--- src/rtl/core/rld_pkg.sv ---
package rld_pkg;

   // Field widths fixed by the stream format.
   localparam int unsigned BYTE_W  = 8;
   localparam int unsigned WORD_W  = 64;
   localparam int unsigned BYTES_W = WORD_W / BYTE_W;
   localparam int unsigned SIZE_W  = 4;
   localparam int unsigned CNT_W   = 3;
   localparam int unsigned RUNS_W  = 11;

   // Largest field size in bytes, and the hard limit on runs per list.
   localparam logic [SIZE_W-1:0] MAX_FIELD_SIZE = 4'd8;
   localparam logic [RUNS_W-1:0] MAX_RUNS       = 11'd1024;
   localparam logic [RUNS_W-1:0] RUN_CAP_RESET  = 11'd512;

   // Result status codes.
   typedef enum logic [1:0] {
      ST_RUN      = 2'd0,
      ST_END      = 2'd1,
      ST_BAD_SIZE = 2'd2,
      ST_TOO_MANY = 2'd3
   } status_type;

   // Decoder phase, one-hot.
   typedef enum logic [3:0] {
      PH_HEADER = 4'b0001,
      PH_LENGTH = 4'b0010,
      PH_OFFSET = 4'b0100,
      PH_IDLE   = 4'b1000
   } phase_type;

endpackage

--- src/rtl/core/run_list_decoder_top.sv ---
// A transferred byte is held in the input register and decoded as it moves on from there;
// any result it causes is loaded into the result register and presented on rsp_valid.
// Throughput: one byte per cycle while the result side does not stall; the rate is set by
// the single input register feeding the single result register.
// Reset (synchronous, active high) returns the decoder to expecting a header with cluster
// base and run count zero, empties both registers and sets run_capacity to 512.
module run_list_decoder_top
   import rld_pkg::*;
(
   input  logic                clock,
   input  logic                reset,
   input  logic                csr_wr_en,
   input  logic [RUNS_W-1:0]   csr_wr_data,
   input  logic                req_valid,
   output logic                req_stall,
   input  logic [BYTE_W-1:0]   req_data_byte,
   input  logic                req_list_start,
   output logic                rsp_valid,
   input  logic                rsp_stall,
   output logic [1:0]          rsp_status,
   output logic [WORD_W-1:0]   rsp_run_length,
   output logic [WORD_W-1:0]   rsp_run_start,
   output logic                rsp_sparse,
   output logic [RUNS_W-1:0]   rsp_run_index
);

   // Configuration register.
   logic [RUNS_W-1:0] run_cap_ff;

   // Input register.
   logic              in_vld_ff, in_vld_in;
   logic [BYTE_W-1:0] in_byte_ff;
   logic              in_start_ff;

   // Decoder state.
   phase_type         phase_ff, phase_in;
   logic [SIZE_W-1:0] len_size_ff, len_size_in;
   logic [SIZE_W-1:0] off_size_ff, off_size_in;
   logic [CNT_W-1:0]  cnt_ff, cnt_in;
   logic [WORD_W-1:0] len_acc_ff, len_acc_in;
   logic [WORD_W-1:0] delta_acc_ff, delta_acc_in;
   logic [WORD_W-1:0] base_ff, base_in;
   logic [RUNS_W-1:0] runs_ff, runs_in;

   // Result register.
   logic              out_vld_ff, out_vld_in;
   status_type        out_status_ff, out_status_in;
   logic [WORD_W-1:0] out_len_ff, out_len_in;
   logic [WORD_W-1:0] out_start_ff, out_start_in;
   logic              out_sparse_ff, out_sparse_in;
   logic [RUNS_W-1:0] out_index_ff, out_index_in;

   logic              proceed;
   logic              req_xfer;
   logic              emit;

   // The held byte moves on when the result register is free or being emptied.
   assign proceed   = in_vld_ff && (!out_vld_ff || !rsp_stall);
   assign req_stall = in_vld_ff && !proceed;
   assign req_xfer  = req_valid && !req_stall;

   always_comb begin
      in_vld_in = in_vld_ff;
      if (req_xfer) begin
         in_vld_in = 1'b1;
      end else if (proceed) begin
         in_vld_in = 1'b0;
      end
   end

   // Decode one byte.
   always_comb begin
      phase_type         ph;
      logic [WORD_W-1:0] base;
      logic [RUNS_W-1:0] runs;
      logic [CNT_W-1:0]  cnt;
      logic [WORD_W-1:0] lacc;
      logic [WORD_W-1:0] dacc;
      logic [WORD_W-1:0] lword;
      logic [WORD_W-1:0] dword;
      logic [SIZE_W-1:0] next_cnt;
      logic [SIZE_W-1:0] hlen;
      logic [SIZE_W-1:0] hoff;
      logic [RUNS_W-1:0] limit;

      // A list start drops any partial run and restarts the list.
      ph   = phase_ff;
      base = base_ff;
      runs = runs_ff;
      cnt  = cnt_ff;
      lacc = len_acc_ff;
      dacc = delta_acc_ff;
      if (in_start_ff) begin
         ph   = PH_HEADER;
         base = '0;
         runs = '0;
         cnt  = '0;
         lacc = '0;
         dacc = '0;
      end

      // Insert the byte at the current position; for the offset, fill above it with the
      // sign of the byte, which is the top byte of the field when the run completes.
      for (int j = 0; j < BYTES_W; j++) begin
         lword[j*BYTE_W +: BYTE_W] = lacc[j*BYTE_W +: BYTE_W];
         dword[j*BYTE_W +: BYTE_W] = dacc[j*BYTE_W +: BYTE_W];
         if (j == int'(cnt)) begin
            lword[j*BYTE_W +: BYTE_W] = in_byte_ff;
            dword[j*BYTE_W +: BYTE_W] = in_byte_ff;
         end else if (j > int'(cnt)) begin
            dword[j*BYTE_W +: BYTE_W] = {BYTE_W{in_byte_ff[BYTE_W-1]}};
         end
      end

      next_cnt = {1'b0, cnt} + 4'd1;
      hlen     = in_byte_ff[SIZE_W-1:0];
      hoff     = in_byte_ff[BYTE_W-1:SIZE_W];
      limit    = (run_cap_ff < MAX_RUNS) ? run_cap_ff : MAX_RUNS;

      phase_in      = ph;
      len_size_in   = len_size_ff;
      off_size_in   = off_size_ff;
      cnt_in        = cnt;
      len_acc_in    = lacc;
      delta_acc_in  = dacc;
      base_in       = base;
      runs_in       = runs;
      emit          = 1'b0;
      out_status_in = ST_RUN;
      out_len_in    = '0;
      out_start_in  = '0;
      out_sparse_in = 1'b0;
      out_index_in  = runs;

      case (ph)
         PH_HEADER: begin
            len_size_in  = hlen;
            off_size_in  = hoff;
            cnt_in       = '0;
            len_acc_in   = '0;
            delta_acc_in = '0;
            if (hlen == '0 && hoff == '0) begin
               phase_in      = PH_IDLE;
               emit          = 1'b1;
               out_status_in = ST_END;
            end else if (hlen > MAX_FIELD_SIZE || hoff > MAX_FIELD_SIZE) begin
               phase_in      = PH_IDLE;
               emit          = 1'b1;
               out_status_in = ST_BAD_SIZE;
            end else if (runs >= limit) begin
               phase_in      = PH_IDLE;
               emit          = 1'b1;
               out_status_in = ST_TOO_MANY;
            end else begin
               phase_in = (hlen != '0) ? PH_LENGTH : PH_OFFSET;
            end
         end
         PH_LENGTH: begin
            len_acc_in = lword;
            cnt_in     = next_cnt[CNT_W-1:0];
            if (next_cnt >= len_size_ff) begin
               cnt_in = '0;
               if (off_size_ff == '0) begin
                  // Sparse run: the base is left as it is.
                  phase_in      = PH_HEADER;
                  len_acc_in    = '0;
                  runs_in       = runs + 11'd1;
                  emit          = 1'b1;
                  out_len_in    = lword;
                  out_sparse_in = 1'b1;
               end else begin
                  phase_in = PH_OFFSET;
               end
            end
         end
         PH_OFFSET: begin
            delta_acc_in = dword;
            cnt_in       = next_cnt[CNT_W-1:0];
            if (next_cnt >= off_size_ff) begin
               // Apply the signed delta to the running base.
               phase_in     = PH_HEADER;
               cnt_in       = '0;
               len_acc_in   = '0;
               delta_acc_in = '0;
               base_in      = base + dword;
               runs_in      = runs + 11'd1;
               emit         = 1'b1;
               out_len_in   = lacc;
               out_start_in = base + dword;
            end
         end
         PH_IDLE: begin
            phase_in = PH_IDLE;
         end
         default: begin
            phase_in = PH_IDLE;
         end
      endcase
   end

   always_comb begin
      out_vld_in = out_vld_ff && rsp_stall;
      if (proceed) begin
         out_vld_in = emit;
      end
   end

   // Control registers.
   always_ff @(posedge clock) begin
      if (reset) begin
         run_cap_ff <= RUN_CAP_RESET;
         in_vld_ff  <= 1'b0;
         out_vld_ff <= 1'b0;
         phase_ff   <= PH_HEADER;
         cnt_ff     <= '0;
         runs_ff    <= '0;
      end else begin
         if (csr_wr_en) begin
            run_cap_ff <= csr_wr_data;
         end
         in_vld_ff  <= in_vld_in;
         out_vld_ff <= out_vld_in;
         if (proceed) begin
            phase_ff <= phase_in;
            cnt_ff   <= cnt_in;
            runs_ff  <= runs_in;
         end
      end
   end

   // Accumulators and field sizes; reset clears them to match a fresh decoder.
   always_ff @(posedge clock) begin
      if (reset) begin
         len_size_ff  <= '0;
         off_size_ff  <= '0;
         len_acc_ff   <= '0;
         delta_acc_ff <= '0;
         base_ff      <= '0;
      end else if (proceed) begin
         len_size_ff  <= len_size_in;
         off_size_ff  <= off_size_in;
         len_acc_ff   <= len_acc_in;
         delta_acc_ff <= delta_acc_in;
         base_ff      <= base_in;
      end
   end

   // Payload registers.
   always_ff @(posedge clock) begin
      if (req_xfer) begin
         in_byte_ff  <= req_data_byte;
         in_start_ff <= req_list_start;
      end
      if (proceed && emit) begin
         out_status_ff <= out_status_in;
         out_len_ff    <= out_len_in;
         out_start_ff  <= out_start_in;
         out_sparse_ff <= out_sparse_in;
         out_index_ff  <= out_index_in;
      end
   end

   assign rsp_valid      = out_vld_ff;
   assign rsp_status     = out_status_ff;
   assign rsp_run_length = out_len_ff;
   assign rsp_run_start  = out_start_ff;
   assign rsp_sparse     = out_sparse_ff;
   assign rsp_run_index  = out_index_ff;

`ifndef SYNTHESIS
   // Anything but a decoded run carries zero payload fields.
   assert property (@(posedge clock) disable iff (reset)
      rsp_valid && out_status_ff != ST_RUN |->
         out_len_ff == '0 && out_start_ff == '0 && !out_sparse_ff)
      else $error("non-run result carries run fields");

   // A sparse run never reports a start cluster.
   assert property (@(posedge clock) disable iff (reset)
      rsp_valid && out_sparse_ff |-> out_start_ff == '0)
      else $error("sparse run with nonzero start");

   // The run count never passes the hard limit.
   assert property (@(posedge clock) disable iff (reset)
      runs_ff <= MAX_RUNS)
      else $error("run count beyond limit");

   // With no byte held, a taken result leaves the result register empty.
   assert property (@(posedge clock) disable iff (reset)
      rsp_valid && !rsp_stall && !in_vld_ff |=> !rsp_valid)
      else $error("result repeated without a new byte");
`endif

endmodule

--- config.mk ---
export PLATFORM = sky130hd
export DESIGN_NAME = run_list_decoder_top
export DESIGN_NICKNAME = d
export VERILOG_FILES = /design/src/rtl/core/rld_pkg.sv /design/src/rtl/core/run_list_decoder_top.sv
export SDC_FILE = /design/constraint.sdc
export NUM_CORES = 1
export LEC_CHECK = 0
export ABC_AREA = 0
export BUFFER_PORTS_ARGS = -buffer_cell sky130_fd_sc_hd__buf_4
export CELL_PAD_IN_SITES_DETAIL_PLACEMENT = 0
export CELL_PAD_IN_SITES_GLOBAL_PLACEMENT = 1
export CORE_UTILIZATION = 42
export CTS_CLUSTER_DIAMETER = 60
export CTS_CLUSTER_SIZE = 16
export DETAILED_ROUTE_END_ITERATION = 6
export PLACE_DENSITY_LB_ADDON = 0.1
export SLEW_MARGIN = 10
export SYNTH_ARGS = -nofsm -noshare
export SYNTH_HDL_FRONTEND = slang
export SYNTH_SLANG_ARGS = --single-unit
--- constraint.sdc ---
create_clock -name clock -period 7.25 [get_ports clock]
set_input_delay 0 -clock clock [delete_from_list [all_inputs] [get_ports clock]]
set_output_delay 0 -clock clock [all_outputs]
set_load 0.03 [all_outputs]
==> run_results.csv <==
group,metric,value,unit
setup_path,arrival,6.39,ns
yosys,synth-compound-area-share,23.54,%
timing,timing.final.crit_share,83.93,%
yosys,simple_gate_share_of_the_synthesized_area,17.35,%
final_layout,post_layout_nonfiller_instances,2918,
final_layout,antenna-diode-count,0,
setup_path,critical_register_to_register_path_endpoint,"rsp_run_start[53]",
route,route.detailed.wl_per_inst,20.36,um
timing,final-setup-viol-count,0,
floorplan,start_util,42.53,%
hold_path,worstHoldPathCells,2,
final_layout,number_of_nets_in_the_layout,2401,
final_layout,layout-drive-gt1-share,12.55,%
yosys,synth.cell_area,19800,um2
route,postRouteWirelength,59420,um
clocking,cts_buffer_depth,3,
floorplan,num_io_pins,169,
timing,report.final.hold_viol_count,0,
clocking,clkTransAtPathRegs,0.07,ns
timing,fin_ws,1.165,ns
power,vdd.ir_drop.worst,0.0001595,V
placed_design,placed_cell_area,21360,um2
yosys,synth_top_family_by_area,"compound AO/OA/AOI/OAI gates",
grt,largest_net_degree_at_the_start_of_global_routing,94,
grt,grt_util_all_layers,24.37,%
setup_path,rrSetupSlack,1.16,ns
yosys,post_synth_mux_area_share,1.017,%
yosys,synth_seq_cells,374,
clocking,cts_htree_levels,2,
setup_path,setup.worst_path.start_class,"flip-flop",
route,route.antenna.remaining_nets,0,
timing,fmax,164.3,MHz
timing,skew,0.01908,ns
floorplan,die_w,219.1,um
placed_design,post-place-cells,2814,
flow_run,max_cap_viol_count,0,
timing,final_slew_viol_count,0,
setup_path,critical_path.endpoint_type,"flip-flop",
placed_design,dpl.hpwl,41080,um
placed_design,dp_worst_setup_slack,1.316,ns
timing,grt_setup_unrepaired,"no",
setup_path,critical_path_class,"reg2reg",
floorplan,floorplan.die_area,48020,um2
final_layout,layout-area-overhead-vs-synth,15.95,%
yosys,synthCells,2170,
clocking,cts_resized,0,
yosys,synth_top_flop_cell,"sky130_fd_sc_hd__dfxtp_1",
clocking,tritoncts,"yes",
yosys,number_of_enable_type_register_cells_in_the_synthesized_netlist,151,
hold_path,worst_hold_start,"req_data_byte[0]",
final_layout,final_core_util,49.32,%
timing,slew-limit-headroom,17.99,%
grt,first_pass_grt_wire_length,90960,um
yosys,yosys_warnings,0,
run_status,result_of_the_run,"complete, no violations",
timing,min_period,6.085,ns
yosys,post_synth_fa_ha_maj_area_fraction,5.978,%
grt,antenna_found_initial,1,
route,avgViaCountPerCell,5.718,
yosys,async_reset_ff_share,0,%
final_layout,final_common_cell,"sky130_fd_sc_hd__nor2_1",
yosys,synthesis.nets,2289,
route,detailroute.via_count,16686,
final_layout,layout.cell_area.non_filler,22960,um2
setup_path,timing.rr.start,"cnt_ff[1]",
route,drt_pre_antenna_iters,6,
final_layout,final_cell_mix,"sky130_fd_sc_hd__nor2_1, sky130_fd_sc_hd__dfxtp_1, sky130_fd_sc_hd__nand2_1",
clocking,cts_buf_count,38,
clocking,cts_hold_buffers,35,
floorplan,core-area,46560,um2
floorplan,die_h,219.1,um
yosys,syn-mean-instance-area,9.125,um2
timing,totalNegativeSetupSlack,0,ns
yosys,seq_area_frac_synth,45.44,%
yosys,yosys.cell_types.count,94,
timing,worst_slew_pin_slew,1.230,ns
setup_path,worst-path-max-fanout,35,
setup_path,r2r.worst_path.cells,16,
placed_design,final_wtd_congestion,0.9118,
clocking,cts_root_buffer,"sky130_fd_sc_hd__clkbuf_16",
hold_path,holdPathEnd,"in_byte_ff[0]",
floorplan,row_count,79,
setup_path,critical_path_required,7.56,ns
clocking,cts.repair_timing.setup_buffer_count,0,
grt,vias_in_the_first_global_route,15773,
clocking,clock_insertion_delay_worst_skew,0.57,ns
power,pwr_density,207.4,nW/um2
placed_design,port_buffers,168,
yosys,yosys.area_share.xor_xnor,2.249,%
grt,grt_overflow_total,0,
hold_path,worstHoldPathType,"in2reg",
clocking,cts_num_sinks,374,
route,drc_errors,0,
route,initialDrtViolationCount,1087,
power,leakagePower,9.001,nW
[report_power, final]
group | leakage, nW | total (W) | internal, W | switching (W)
clock network | 0.615 | 0.00201 | 0.00110 | 0.000900
registers | 3.29 | 0.00224 | 0.00222 | 0.0000191
logic | 5.09 | 0.000514 | 0.000153 | 0.000361
[worst max-delay path by stage]
stage | startpoint | end | slack [ns]
2_1_floorplan | in_start_ff | rsp_run_index[0] | 0.54
3_3_place_gp | cnt_ff[1] | rsp_run_start[53] | 1.46
3_5_place_dp | cnt_ff[1] | rsp_run_start[53] | 1.32
4_1_cts | cnt_ff[1] | rsp_run_start[53] | 1.31
5_1_grt | cnt_ff[1] | rsp_run_start[53] | 0.69
6_report | cnt_ff[1] | rsp_run_start[53] | 1.16
[synth_stat cells, types with 42 or more instances]
cell	number	area share [%]
sky130_fd_sc_hd__nor2_1	302	5.7
sky130_fd_sc_hd__dfxtp_1	223	23
sky130_fd_sc_hd__nand2_1	196	3.7
sky130_fd_sc_hd__a21oi_1	156	3.9
sky130_fd_sc_hd__edfxtp_1	151	23
sky130_fd_sc_hd__a22oi_1	134	5.1
sky130_fd_sc_hd__clkbuf_1	116	2.2
sky130_fd_sc_hd__o21ai_0	102	2.6
sky130_fd_sc_hd__ha_1	93	5.9
sky130_fd_sc_hd__nor2b_1	84	2.7
sky130_fd_sc_hd__a22o_1	66	2.9
sky130_fd_sc_hd__inv_1	44	0.83
sky130_fd_sc_hd__a21o_1	42	1.6
[worst max-delay path, cell delays in order, from the launching register on]
cell	delay [ns]
sky130_fd_sc_hd__dfxtp_1	0.80
sky130_fd_sc_hd__nand2_1	0.32
sky130_fd_sc_hd__inv_1	0.23
sky130_fd_sc_hd__ha_1	0.21
sky130_fd_sc_hd__ha_1	0.99
sky130_fd_sc_hd__nor2_1	0.27
sky130_fd_sc_hd__nor2_1	0.30
sky130_fd_sc_hd__ha_1	0.31
sky130_fd_sc_hd__a21o_1	0.19
sky130_fd_sc_hd__a21o_1	0.17
sky130_fd_sc_hd__a21oi_1	0.17
sky130_fd_sc_hd__o21ai_0	0.15
sky130_fd_sc_hd__a221o_1	0.42
sky130_fd_sc_hd__nor4_1	0.72
sky130_fd_sc_hd__or2_1	0.32
sky130_fd_sc_hd__xor2_2	0.20
sky130_fd_sc_hd__nor2_1	0.05
[registers in the layout (all words and copies together), names as in the netlist]
name and count:
rsp_run_index 11, cnt_ff 3, runs_ff 11, len_acc_ff 64
in_start_ff 1, rsp_status 2, base_ff 64, rsp_sparse 1
in_byte_ff 8, delta_acc_ff 56, run_cap_ff 11, off_size_ff 4
rsp_valid 1, phase_ff 4, rsp_run_length 64, in_vld_ff 1
rsp_run_start 64, len_size_ff 4
[per-layer routing]
layer / vias to the layer above / wire length [um] / GRT usage (%)
met2: 423 / 26740 / 38.28
met5: - / 0 / 0
met4: 0 / 1689 / 8.009
met1: 8027 / 27940 / 33.96
met3: 87 / 3055 / 4.006
li1: 8149 / - / -
[logic make-up after synthesis]
logic type / after synthesis
adder cells (fa/ha/maj): 94
XOR/XNOR: 50
AND/OR/NAND/NOR: 747
multiplexers: 20
buffers and inverters: 204
flip-flops: 374
AO/OA/AOI/OAI: 681
[per-stage QoR]
stage | total power (W) | hold WS (ns)
final | 0.004762 | 0.1600
after global placement | 0.002784 | 0.1812
after CTS | 0.004813 | 0.1257
after detailed placement | 0.002787 | 0.1802
after global routing | 0.004930 | 0.1590
after floorplan | 0.002627 | 0.09887
[final cells by class]
class	instances	area [um2]
Tap cell	607	759.5
Clock buffer	53	1112
Multi-Input combinational cell	1592	9948
Timing Repair Buffer	230	1827
Fill cell	4431	23600
Inverter	46	172.7
Clock inverter	16	142.6
Sequential cell	374	8999
No activity file was read; power rests on OpenSTA's default activity.
